File: config.mk
export PLATFORM = sky130hd
export DESIGN_NAME = rdq_cell
export DESIGN_NICKNAME = d
export VERILOG_FILES = /design/src/design/rdq_pkg.sv /design/src/design/rdq_cell.sv
export SDC_FILE = /design/constraint.sdc
export NUM_CORES = 1
export LEC_CHECK = 0
export BUFFER_PORTS_ARGS = -buffer_cell sky130_fd_sc_hd__buf_2
export CAP_MARGIN = 10
export CORE_ASPECT_RATIO = 1.2
export CORE_MARGIN = 1.5
export CORE_UTILIZATION = 34
export CTS_BUF_LIST = sky130_fd_sc_hd__clkbuf_16
export CTS_CLUSTER_DIAMETER = 200
export DETAILED_ROUTE_END_ITERATION = 8
export PLACE_DENSITY = 0.76
export SLEW_MARGIN = 20
export SYNTH_ARGS = -nofsm -noshare
export SYNTH_HDL_FRONTEND = slang
export SYNTH_SLANG_ARGS = --single-unit
File: constraint.sdc
create_clock -name clk -period 1.5 [get_ports clk]
set_input_delay 0.15 -clock clk [delete_from_list [all_inputs] [get_ports clk]]
set_output_delay 0.15 -clock clk [all_outputs]
set_load 0.1 [all_outputs]
File: src/design/rdq_pkg.sv
// Package for the reversible deque: depth, widths, command and status codes,
// and the beat and cell control types. No dependencies.
package rdq_pkg;

  localparam int DEPTH = 1024;
  localparam int LO_W  = $clog2(DEPTH);
  localparam int CNT_W = $clog2(DEPTH + 1);
  localparam int SUM_W = CNT_W + 1;

  localparam logic [2:0] CMD_POP_BACK   = 3'd0;
  localparam logic [2:0] CMD_POP_FRONT  = 3'd1;
  localparam logic [2:0] CMD_REVERSE    = 3'd2;
  localparam logic [2:0] CMD_PUSH_BACK  = 3'd3;
  localparam logic [2:0] CMD_PUSH_FRONT = 3'd4;

  localparam logic [1:0] ST_OK    = 2'd0;
  localparam logic [1:0] ST_EMPTY = 2'd1;
  localparam logic [1:0] ST_FULL  = 2'd2;

  typedef struct packed {
    logic [2:0]         command;
    logic signed [31:0] push_value;
  } cmd_beat_t;

  typedef struct packed {
    logic signed [31:0] pop_value;
    logic [1:0]         status;
  } res_beat_t;

  typedef struct packed {
    logic            shift_left;
    logic            shift_right;
    logic            load;
    logic [LO_W-1:0] load_idx;
    logic [31:0]     value;
  } cell_ctrl_t;

endpackage

File: src/design/rdq_cell.sv
// One storage cell of the deque chain: holds a word and takes a neighbor's
// word on a shift or the broadcast word on a load. Depends on rdq_pkg.
module rdq_cell import rdq_pkg::*; (
  input  logic        clk,
  input  cell_ctrl_t  ctrl,
  input  logic        sel,
  input  logic [31:0] left_in,
  input  logic [31:0] right_in,
  output logic [31:0] data
);

  always_ff @(posedge clk) begin
    if (sel) begin
      data <= ctrl.value;
    end else if (ctrl.shift_left) begin
      data <= right_in;
    end else if (ctrl.shift_right) begin
      data <= left_in;
    end
  end

endmodule

# Word level (Yosys, flattened, before mapping)
# Index checks and enable logic that the tools add are counted.
[op_classes]
n_mux = 3
reduce_logical = 1
[ops]
columns = ["op", "n"]
rows = [
  ["$mux 32", 3],
  ["$reduce_bool 3->1", 1],
]
[word_totals]
ff_bits = 32
out_inout_bits = 32
wordCells = 5

# Logic depth before layout (Yosys ltp)
[logic_depth]
depth_word = 3
depth_mapped = 4
mapped_depth_nobuf = 2

# Worst setup path before layout
# No wires, ideal clock.
[synth_path]
path_kind = "input to register"
start = "input ctrl[44] (netlist bit)"
end = "register data[0], enable pin"
setup_time_ns = 0.414
arrival_time_ns = 1.045
path_slack_ns = 0.041
cell_stages = 2
n_path_buf = 1
path_cell_list = "buf_6 > or3_1"
[synth_between]
elab_chain_len = 1
[synth_rtl]
columns = ["element", "line", "text"]
rows = [
  ["start: declaration", "rdq_cell.sv:5", "input cell_ctrl_t ctrl,"],
  ["$reduce_bool 3->1 (no source line)", "--", ""],
  ["end signal: assignment", "rdq_cell.sv:14", "data <= ctrl.value;"],
  ["end signal: assignment", "rdq_cell.sv:16", "data <= right_in;"],
  ["end signal: assignment", "rdq_cell.sv:18", "data <= left_in;"],
  ["end: declaration", "rdq_cell.sv:9", "output logic [31:0] data"],
]
# No other way between the ends.
# A chain may end at the register's enable or synchronous reset.

# Worst setup path after layout
[layout_path]
start = "register data[10]"
end = "output data[10]"
# No word-level cell between the ends.

==> summary.md <==
| Metric | Value |
|---|---|
| Mapped Nets | `251` |
| Biggest regs | `data x32` |
| Vias in the first global route | `1428` |
| CP max-delay cell | `buf_2` |
| Gr usage total | `14.8%` |
| Vias per cell | `4.48` |
| Setup crit start kind | `register` |
| Deepest clock path buffer count | `2` |
| Critical path depth in cells | `1` |
| M2 GR Usage | `27.9%` |
| Die area | `5350 sq um` |
| Most flop-heavy register | `data` |
| Post-synthesis mux area share | `19.1%` |
| Avg Cell Area, Syn | `11.9 sq um` |
| Post-cts sizing count | `0` |
| Pin count of the biggest net entering global routing | `36` |
| Placed Instance Area | `2330 sq um` |
| CTS buffer count | `5` |
| Main combinational cell family by area after synthesis | `multiplexers` |
| Adder-Cell Fraction of Synth Area | `0%` |
| Die Wd | `67.0 microns` |
| Initial DRC count | `49` |
| Crit end category | `primary output` |
| Boundary Pins | `143` |
| Initial antenna violation count | `0` |
| Max VDD drop | `0.632 mV` |
| Hold_buf cts | `0` |
| Clk sink count | `32` |
| Final wirelength | `3750 microns` |
| Final Hold Vio Count | `0` |
| Yosys reg bits | `32` |
| Slew Viols, Final | `0` |
| CTS HTree Levels | `2` |
| Post-route ant nets | `0` |
| Slew Limit Headroom | `66.2%` |
| Vias | `1478` |
| Layout area overhead | `47.5%` |
| Yosys warning count | `0` |
| Global-route wire length before repair | `5870 microns` |
| Worst hold path depth | `3` |
| Hpwl dp | `3030 microns` |
| Max FFs per register | `32` |
| Layout cells sized above 1 | `52.2%` |
| GR Util met1 | `13.6%` |
| Register area share after synthesis | `57.4%` |
| Simple-gate area share of the yosys netlist | `7.55%` |
| # DRC | `0` |
| Synth cell types | `10` |
| Critical path required time | `1.35 ns` |
| PortBufs | `131` |
| Worst endpoint data arrival time | `1.02 ns` |
| Worst Max-Slew Pin Slew | `0.510 ns` |
| Pleak | `1.26 nW` |
| Remaining global-route overflow | `0` |
| Rows | `27` |
| Synth Area in Compound Gates | `9.57%` |
| Grt peak-use layer | `met2` |
| Fmax | `857 MHz` |
| Synth Area in XOR/XNOR | `0%` |
| Total negative slack | `0 ns` |
| Die Y | `79.8 microns` |
| Layout Nets | `383` |
| Post-CTS Repair Setup Buffers | `0` |
| Cells after Synth | `140` |
| Max-Cap Viols | `0` |
| Antenna cells | `0` |
| Hold Crit Class | `in -> reg` |
| Post-layout min period | `1.17 ns` |
| Routed wire per std cell | `11.4 microns` |
| Status | `finished, final reports clean` |
| Clk slew on worst S/H paths | `0.05 ns` |
| CP max FO | `1` |
| Setup CP Type | `reg -> out` |
| Clk root buf | `clkbuf_16` |
| RSZ-0062 raised after global routing | `false` |
| GR Util met3 | `4.80%` |
| Core ar. | `4660 sq um` |
| Post-Syn Area | `1670 sq um` |
| Cell family with most CP delay | `buffers and inverters` |
| Drt pass-1 iters | `4` |
| Post-route cell area | `2470 sq um` |
| TritonCTS clock tree | `yes` |
| Setup-failing EPs final | `0` |
| Final period utilization | `77.8%` |
| Worst path cell trace | `buf_2` |
| Slowest stage delay, CP | `0.43 ns` |
| Routability congestion estimate | `0.702` |
| PwrDens | `1290 nW/um^2` |
| Initial core utilization | `35.9%` |
| Buffers & Inverters on Critical Path | `1` |
-- placed cells by master (no fill, tap or decap) --
cell,synthesis,routed
clkbuf_16,0,5
or3_1,1,1
buf_4,0,5
buf_2,6,131
nand2_1,32,32
o21ai_1,30,30
clkinv_2,0,1
mux2i_1,32,32
inv_1,0,1
edfxtp_1,32,32
o21ai_0,2,2
-- per-stage QoR --
step	util, %	cells	worst slack, ns	total power [mW]	hold slack (ns)
2_1_floorplan	-	140	0.0408	2.07	0.341
3_3_place_gp	50.1	323	0.316	2.29	0.432
3_5_place_dp	50.1	323	0.307	2.30	0.432
4_1_cts	52.9	330	0.322	3.22	0.153
5_1_grt	52.9	330	0.296	3.30	0.158
6_report	52.9	330	0.333	3.18	0.160
-- layer usage --
metal	vias up	wire length [microns]
met5	-	0
met4	0	65
met3	4	339
met2	76	1980
met1	630	1360
li1	768	-
-- synth_stat cells --
library cell  count  area, sq um
buf_12            3         60.1
edfxtp_1         32          961
or3_1             1         6.26
buf_6             1         11.3
mux2i_1          32          320
buf_2             6         30.0
o21ai_1          30          150
nand2_1          32          120
clkbuf_1          1         3.75
o21ai_0           2         10.0
-- path summary, 6_finish.rpt --
| path | start | end | slack (ns) |
|---|---|---|---|
| max | data[10] | data[10] | 0.33 |
| min | ctrl[31] | data[31] | 0.16 |
-- power by group --
part / leakage, nW / switching, mW / internal, mW / total [mW]
Combinational: 0.848 / 0.920 / 0.231 / 1.15
Clock: 0.0709 / 0.311 / 0.593 / 0.904
Sequential: 0.338 / 0.0204 / 1.10 / 1.12
-- logic make-up (layout without fill, tap and decap cells) --
group | after synthesis | after routing
AOI/OAI and AO/OA | 32 | 32
and+or+nand+nor | 33 | 33
muxes | 32 | 32
buffers and inverters | 11 | 143
DFF | 32 | 32
-- worst min-delay path: stages --
cell,delay [ns]
buf_2,0.07
nand2_1,0.04
o21ai_0,0.05
-- area by class of cell --
| cell class | count | area, sq um |
|---|---|---|
| tap | 58 | 72.6 |
| clock inverter | 2 | 8.76 |
| multi-input combinational | 97 | 607 |
| sequential | 32 | 961 |
| timing repair buffer | 136 | 693 |
| fill | 425 | 2190 |
| clock buffer | 5 | 125 |
Note: power is estimated with default switching activity, not from simulation.
