**config.mk**
```make
export PLATFORM = sky130hd
export DESIGN_NAME = rdq_ctrl
export DESIGN_NICKNAME = d
export VERILOG_FILES = /design/src/design/rdq_pkg.sv /design/src/design/rdq_ctrl.sv
export SDC_FILE = /design/constraint.sdc
export NUM_CORES = 1
export LEC_CHECK = 0
export BUFFER_PORTS_ARGS = -buffer_cell sky130_fd_sc_hd__buf_2
export CAP_MARGIN = 30
export CORE_MARGIN = 2
export CORE_UTILIZATION = 38
export DETAILED_ROUTE_END_ITERATION = 6
export PLACE_DENSITY = 0.66
export REMOVE_ABC_BUFFERS = 1
export SKIP_LAST_GASP = 1
export SLEW_MARGIN = 20
export SYNTH_ARGS = -nofsm -noshare
export SYNTH_HDL_FRONTEND = slang
export SYNTH_SLANG_ARGS = --single-unit
```
**constraint.sdc**
```tcl
create_clock -name clk -period 4.1 [get_ports clk]
set_input_delay 0 -clock clk [delete_from_list [all_inputs] [get_ports clk]]
set_output_delay 0 -clock clk [all_outputs]
set_load 0.01 [all_outputs]
```
**src/design/rdq_pkg.sv**
```systemverilog
// Package for the reversible deque: depth, widths, command and status codes,
// and the beat and cell control types. No dependencies.
package rdq_pkg;

  localparam int DEPTH = 1024;
  localparam int LO_W  = $clog2(DEPTH);
  localparam int CNT_W = $clog2(DEPTH + 1);
  localparam int SUM_W = CNT_W + 1;

  localparam logic [2:0] CMD_POP_BACK   = 3'd0;
  localparam logic [2:0] CMD_POP_FRONT  = 3'd1;
  localparam logic [2:0] CMD_REVERSE    = 3'd2;
  localparam logic [2:0] CMD_PUSH_BACK  = 3'd3;
  localparam logic [2:0] CMD_PUSH_FRONT = 3'd4;

  localparam logic [1:0] ST_OK    = 2'd0;
  localparam logic [1:0] ST_EMPTY = 2'd1;
  localparam logic [1:0] ST_FULL  = 2'd2;

  typedef struct packed {
    logic [2:0]         command;
    logic signed [31:0] push_value;
  } cmd_beat_t;

  typedef struct packed {
    logic signed [31:0] pop_value;
    logic [1:0]         status;
  } res_beat_t;

  typedef struct packed {
    logic            shift_left;
    logic            shift_right;
    logic            load;
    logic [LO_W-1:0] load_idx;
    logic [31:0]     value;
  } cell_ctrl_t;

endpackage

```
**src/design/rdq_ctrl.sv**
```systemverilog
// Controller of the deque: tracks the occupied span of the cell chain and the
// orientation, drives the chain and owns the result register. Depends on rdq_pkg.
module rdq_ctrl import rdq_pkg::*; (
  input  logic        clk,
  input  logic        rst,
  input  logic        cmd_valid,
  output logic        cmd_stall,
  input  cmd_beat_t   cmd_beat,
  output logic        res_valid,
  input  logic        res_stall,
  output res_beat_t   res_beat,
  input  logic [31:0] front_word,
  input  logic [31:0] back_word,
  output cell_ctrl_t  cell_ctrl
);

  logic             busy;
  logic             busy_next;
  cmd_beat_t        held;
  logic [LO_W-1:0]  lo;
  logic [LO_W-1:0]  lo_next;
  logic [CNT_W-1:0] count;
  logic [CNT_W-1:0] count_next;
  logic             reversed;
  logic             reversed_next;
  cmd_beat_t        op;
  logic             active;
  logic             out_free;
  logic             done;
  logic             emit;
  res_beat_t        emit_beat;
  logic             phys_back;
  logic [SUM_W-1:0] back_end;

  assign cmd_stall = busy;
  assign op        = busy ? held : cmd_beat;
  assign active    = busy | cmd_valid;
  assign out_free  = !res_valid | !res_stall;
  assign back_end  = SUM_W'(lo) + SUM_W'(count);

  always_comb begin
    done          = 1'b0;
    emit          = 1'b0;
    emit_beat     = '0;
    lo_next       = lo;
    count_next    = count;
    reversed_next = reversed;
    cell_ctrl     = '0;
    cell_ctrl.value = op.push_value;
    phys_back     = (op.command == CMD_POP_BACK || op.command == CMD_PUSH_BACK) ?
                    !reversed : reversed;
    if (active) begin
      case (op.command)
        CMD_POP_BACK, CMD_POP_FRONT: begin
          if (count == '0) begin
            if (out_free) begin
              emit             = 1'b1;
              emit_beat.status = ST_EMPTY;
              done             = 1'b1;
            end
          end else if (phys_back) begin
            if (back_end == SUM_W'(DEPTH)) begin
              if (out_free) begin
                emit                = 1'b1;
                emit_beat.pop_value = back_word;
                emit_beat.status    = ST_OK;
                count_next          = count - 1'b1;
                done                = 1'b1;
              end
            end else begin
              cell_ctrl.shift_right = 1'b1;
              lo_next               = lo + 1'b1;
            end
          end else begin
            if (lo == '0) begin
              if (out_free) begin
                emit                = 1'b1;
                emit_beat.pop_value = front_word;
                emit_beat.status    = ST_OK;
                lo_next             = LO_W'(1);
                count_next          = count - 1'b1;
                done                = 1'b1;
              end
            end else begin
              cell_ctrl.shift_left = 1'b1;
              lo_next              = lo - 1'b1;
            end
          end
        end
        CMD_REVERSE: begin
          reversed_next = !reversed;
          done          = 1'b1;
        end
        CMD_PUSH_BACK, CMD_PUSH_FRONT: begin
          if (count == CNT_W'(DEPTH)) begin
            if (out_free) begin
              emit             = 1'b1;
              emit_beat.status = ST_FULL;
              done             = 1'b1;
            end
          end else if (phys_back) begin
            if (back_end == SUM_W'(DEPTH)) begin
              cell_ctrl.shift_left = 1'b1;
              lo_next              = lo - 1'b1;
            end else begin
              cell_ctrl.load     = 1'b1;
              cell_ctrl.load_idx = back_end[LO_W-1:0];
            end
            count_next = count + 1'b1;
            done       = 1'b1;
          end else begin
            if (lo == '0) begin
              cell_ctrl.shift_right = 1'b1;
            end else begin
              cell_ctrl.load     = 1'b1;
              cell_ctrl.load_idx = lo - 1'b1;
              lo_next            = lo - 1'b1;
            end
            count_next = count + 1'b1;
            done       = 1'b1;
          end
        end
        default: begin
          done = 1'b1;
        end
      endcase
    end
    busy_next = active & !done;
  end

  always_ff @(posedge clk) begin
    if (rst) begin
      busy      <= 1'b0;
      lo        <= '0;
      count     <= '0;
      reversed  <= 1'b0;
      res_valid <= 1'b0;
    end else begin
      busy      <= busy_next;
      lo        <= lo_next;
      count     <= count_next;
      reversed  <= reversed_next;
      res_valid <= emit | (res_valid & res_stall);
    end
  end

  always_ff @(posedge clk) begin
    if (!busy) begin
      held <= cmd_beat;
    end
    if (emit) begin
      res_beat <= emit_beat;
    end
  end

endmodule

```
After elaboration in Yosys (flattened, before gate mapping)
Cells that the tools add are included.
{"block": "op_classes", "addsub": 5, "n_mul": 0, "n_div": 0, "order_cmp": 0, "n_eq_ne": 14, "n_shift": 0, "muxes": 56, "bitwise": 7, "reduce_logical": 15}
{"op": "34-bit 2-to-1 mux", "n": 5}
{"op": "11-bit 2-to-1 mux", "n": 10}
{"op": "10-bit 2-to-1 mux", "n": 9}
{"op": "35-bit 2-to-1 mux", "n": 1}
{"op": "13-bit 2-to-1 mux", "n": 2}
{"op": "11-bit one-hot mux with 2 select lines", "n": 1}
{"op": "10-bit one-hot mux with 2 select lines", "n": 1}
{"op": "1-bit 2-to-1 mux", "n": 19}
{"op": "3-bit inequality test, second input constant", "n": 5}
{"op": "10-bit by 11-bit adder with 12-bit output", "n": 1}
{"op": "12-bit by 11-bit == test with 1-bit output, second input constant", "n": 1}
{"op": "11-bit by 1-bit adder with 11-bit output, second input constant", "n": 1}
{"op": "11-bit == test, second input constant", "n": 1}
{"op": "11-bit logical NOT", "n": 1}
{"op": "11-bit by 1-bit subtractor with 11-bit output, second input constant", "n": 1}
{"op": "10-bit by 1-bit adder with 10-bit output, second input constant", "n": 1}
{"op": "10-bit logical NOT", "n": 1}
{"op": "10-bit by 1-bit subtractor with 10-bit output, second input constant", "n": 1}
{"op": "2-bit 2-to-1 mux", "n": 4}
{"op": "2-bit one-hot mux with 2 select lines", "n": 2}
{"op": "8-bit AND reduction", "n": 1}
{"op": "3-bit by 2-bit == test with 1-bit output, second input constant", "n": 2}
{"op": "6-bit AND reduction", "n": 1}
{"op": "1-bit logical NOT", "n": 4}
{"op": "other kinds (14)", "n": 21}
{"block": "word_totals", "reg_bits": 93, "latchBits": 0, "mem_bits_rw": 0, "romBits": 0, "input_bits": 103, "out_inout_bits": 81, "wordCells": 106, "mem_count": 0}

Depth between registers and ports, before layout
{"block": "depth", "ltp_word": 10, "mapped_depth": 15}

Least setup slack after synthesis
Ideal clock, no wire load.
{"block": "synth_path", "path_kind": "reg-to-reg", "from": "register lo[0]", "to": "register res_beat[0] (netlist bit) (enable)", "setup_time_ns": 0.389, "arrival_time_ns": 3.489, "required_ns": 3.711, "path_slack_ns": 0.223, "stages_incl_launch_ff": 13, "n_path_buf": 1, "synth_period_minus_slack_ns": 3.877, "cell_sequence": "dfxtp_1 -> ha_1 -> fa_1 -> a211oi_2 -> o21ai_1 -> xor2_1 -> or4_4 -> nor2_2 -> a31oi_2 -> buf_2 -> o21ai_0 -> a21oi_1 -> inv_1"}
{"block": "synth_via", "elab_chain_cells": 7, "elab_cells_between_ends": 9, "cone_classes": "add/sub: 1; eq/ne: 1; mux: 6; reduce/logical: 1"}
{"item": "start, declared", "line": "rdq_ctrl.sv:20", "source": "logic [LO_W-1:0] lo;"}
{"item": "start signal, assigned", "line": "rdq_ctrl.sv:140", "source": "lo <= lo_next;"}
{"item": "10-bit by 11-bit adder with 12-bit output", "line": "rdq_ctrl.sv:39", "source": "assign back_end = SUM_W'(lo) + SUM_W'(count);"}
{"item": "12-bit by 11-bit == test with 1-bit output", "line": "rdq_ctrl.sv:62", "source": "if (back_end == SUM_W'(DEPTH)) begin"}
{"item": "1-bit 2-to-1 mux", "line": "rdq_ctrl.sv:62"}
{"item": "1-bit 2-to-1 mux *", "line": "rdq_ctrl.sv:61", "source": "end else if (phys_back) begin"}
{"item": "1-bit 2-to-1 mux *", "line": "rdq_ctrl.sv:55", "source": "if (count == '0) begin"}
{"item": "1-bit one-hot mux with 2 select lines *", "line": "rdq_ctrl.sv:53", "source": "case (op.command)"}
{"item": "1-bit 2-to-1 mux *", "line": "rdq_ctrl.sv:52", "source": "if (active) begin"}
{"item": "via emit", "line": "rdq_ctrl.sv:30", "source": "logic emit;"}
{"item": "end signal, assigned", "line": "rdq_ctrl.sv:152", "source": "res_beat <= emit_beat;"}
{"item": "end, declared", "line": "rdq_ctrl.sv:11", "source": "output res_beat_t res_beat,"}
Mark *: on every way through the listed nets, which the timed path passes. The rest lies on a longest branch.
A chain may end at the register's enable or synchronous reset.

Final worst setup path
{"block": "layout_path", "from": "register lo[0]", "to": "register res_beat[11] (netlist bit), data pin"}
{"block": "layout_via", "elab_chain_cells": 4, "elab_cells_between_ends": 6, "cone_classes": "add/sub: 1; eq/ne: 1; mux: 3; reduce/logical: 1"}
{"item": "10-bit by 11-bit adder with 12-bit output", "line": "rdq_ctrl.sv:39"}
{"item": "12-bit by 11-bit == test with 1-bit output", "line": "rdq_ctrl.sv:62"}
{"item": "34-bit 2-to-1 mux", "line": "rdq_ctrl.sv:62"}
{"item": "34-bit 2-to-1 mux *", "line": "rdq_ctrl.sv:61"}
Mark *: on every way between the ends. The rest lies on a longest branch, timed or not.

==> results.tsv <==
stage	metric	value	unit
route	drt total wl	17000	um
grt	number of global-route vias before repair	5160	
timing	Slew @ Worst Pin	979	ps
pwr	pwr dens	503	nW/um^2
layout	final core utilization	0.526	
route	Vias per Instance	5.37	
timing	Final Cycle Share	0.953	
worst_setup_path	Worst EP required	4310	ps
synthesis	Area contributors post-synth	dfxtp_1, edfxtp_1, mux2_2, a22oi_1, nor2_1	
synthesis	Netlist cell types	60	
cts	CTS sink cnt	93	
placed_design	DP Worst Slack	431	ps
timing	final hold viol count	0	
synthesis	Cell Area, Synth	5470	um^2
layout	Area Overhead vs Synth	34.7	%
grt	Total Routing Usage GR	0.214	
cts	worst skew pair latency	350	ps
synthesis	Synth area leader	dfxtp_1	
floorplan	I/O pin count	184	
floorplan	total die area	15400	um^2
pwr	peak supply drop	0.225	mV
worst_setup_path	CP Max Fanout	33	
pwr	switching share of power	0.391	
timing	Final min period	3910	ps
route	Vias	5326	
grt	largest net degree at the start of global routing	37	
cts	CTS max path bufs	2	
pwr	Psw	1.45	mW
route	DRC	0	
cts	CTS tree	yes	
floorplan	Initial Util	0.391	
synthesis	top cells by count, synth	nor2_1, dfxtp_1, a22oi_1	
worst_setup_path	Crit. End Element	register	
floorplan	Die X	124	um
grt	initial antenna violation count	0	
pwr	Comb power frac	0.461	
placed_design	count of input and output buffers	183	
grt	first-pass GRT wire length	25500	um
cts	Clock Pin Slew Worst Setup and Hold Paths	70	ps
pwr	sequential share of power	0.320	
worst_setup_path	critical path startpoint category	register	
synthesis	ys flop type	dfxtp_1	
route	post-route ant nets	0	
min_path	Hold Crit Class	in2reg	
timing	Final WS setup	191	ps
pwr	Pleak	3.05	nW
floorplan	Die Y	124	um
worst_setup_path	Worst EP arrival	4120	ps
worst_setup_path	critical setup path kind	reg2reg	
timing	Slew Viols, Final	0	
timing	Final Setup Violations	0	
status	status	complete, no violations	
timing	Setup Skew	6.53	ps
synthesis	Yosys reg bits	93	
timing	unrepaired setup endpoints after global routing	false	
worst_setup_path	CP Launch Point	lo[0]	
flow_run	max_cap viols	0	
timing	Slew Limit Headroom	0.345	
placed_design	Final HPWL DP	11600	um
synthesis	Post-synth EDFFs	34	
timing	max frequency	256	MHz
synthesis	asr flop ratio synth	0	
synthesis	count leader, synth	nor2_1	
cts	clock root buffer	clkbuf_16	
layout	layout cell share with drive strength beyond 1	0.312	
min_path	Hold Path Origin	back_word[13]	
layout	Ant. Diodes	0	
synthesis	Cells after Synth	594	
pwr	Int Pwr	2.26	mW
worst_setup_path	launch point of the worst reg-to-reg path	lo[0]	
layout	Nets	933	
route	DRC marker count from the first detailed-route iteration	361	
cts	total number of H-tree levels	3	
placed_design	Final GP Congestion	0.885	
floorplan	total core area	14000	um^2
synthesis	Mean Syn Cell Area	9.21	um^2
route	drt wl/cell	17.1	um
synthesis	sequential area share after synthesis	0.403	
cts	Num CTS Buffers	9	
floorplan	row cnt	43	
route	drt pass-1 iters	5	
pwr	Clock Power Share	0.220	
grt	grt ovf	0	
synthesis	number of synthesis warnings	0	
synthesis	top cell type's share of synthesized area	0.216	
-- flip-flops by register name (all words and copies together), names as in the netlist --
| name | cells |
|---|---|
| count | 11 |
| res_valid | 1 |
| res_beat | 34 |
| held | 35 |
| reversed | 1 |
| cmd_stall | 1 |
| lo | 10 |
-- layout by cell type, fill, tap and decap left out, types with 15 or more instances in the layout --
cell type / count
a21oi_1: 34
a22oi_1: 42
buf_2: 183
dfxtp_1: 58
dlygate4sd3_1: 74
edfxtp_1: 34
ha_1: 21
mux2_2: 32
nand2_1: 25
nand3_1: 15
nor2_1: 84
o21ai_0: 25
-- logic make-up (layout without fill, tap and decap cells) --
kind of cell	Yosys count	after routing	share of synthesized area
simple gates	176	176	0.148
compound gates	160	160	0.197
flops	93	93	0.403
buf+inv	79	297	0.0803
mux	37	37	0.0750
xor+xnor	26	26	0.0416
fa+ha+maj	23	23	0.0554
-- timing repair --
item,in CTS,in global routing
endpoints found under the hold margin,56,0
setup endpoints to repair,0,18
buffers inserted,0,0
gates resized for setup,0,4
hold buffers,74,0
-- through the flow --
stage / TNS (ps) / power [mW] / area (um^2) / cells / hold WS [ps]
2_1_floorplan: -1410 / 2.27 / 5070 / 527 / 69.1
6_report: 0 / 3.71 / 7360 / 992 / 6.74
3_3_place_gp: 0 / 2.69 / 6300 / 901 / 241
4_1_cts: 0 / 3.70 / 7340 / 992 / 0.439
5_1_grt: 0 / 3.95 / 7360 / 992 / 12.4
3_5_place_dp: 0 / 2.73 / 6310 / 902 / 248
-- power by group through the flow --
stage	Clock (mW)	Combinational, mW	Sequential [mW]
floorplan	0	1.08	1.18
global placement	0	1.50	1.20
detailed placement	0	1.53	1.20
CTS	0.837	1.68	1.18
global route	0.875	1.87	1.20
finish	0.814	1.71	1.18
-- worst max-delay path, stage by stage (launching register included) --
cell	delay [ps]
dfxtp_1	410
ha_1	280
fa_1	460
a211oi_4	290
o21ai_1	120
xor2_1	160
or4_4	560
nor3_1	240
and3_1	240
buf_12	200
a22oi_1	110
dlygate4sd3_1	610
nor2_1	90
-- final cells by class --
type                    instances  area [um^2]
multi-input cells             422         2840
clock buffers                   9          225
repair buffers                269         1770
flip-flops and latches         93         2200
well taps                     180          225
inverters                      12         45.0
fillers                      1251         6620
clock inverters                 7         63.8
-- routing by layer --
metal | vias to the layer above | part of all wire | wire length [um] | global-route usage
met3 | 39 | 0.085 | 1440 | 0.0559
met5 | - | 0 | 0 | 0
met4 | 0 | 0.038 | 640 | 0.102
li1 | 2569 | - | - | -
met2 | 219 | 0.47 | 7900 | 0.368
met1 | 2499 | 0.41 | 6970 | 0.249
-- worst paths after layout --
path	cells after the start	slack (ps)	end
max	12	190	res_beat[11]
min	3	7	res_beat[15]
max reg2reg	12	190	res_beat[11]
min reg2reg	1	470	held[26]
Note: power is estimated with default switching activity, not from simulation.
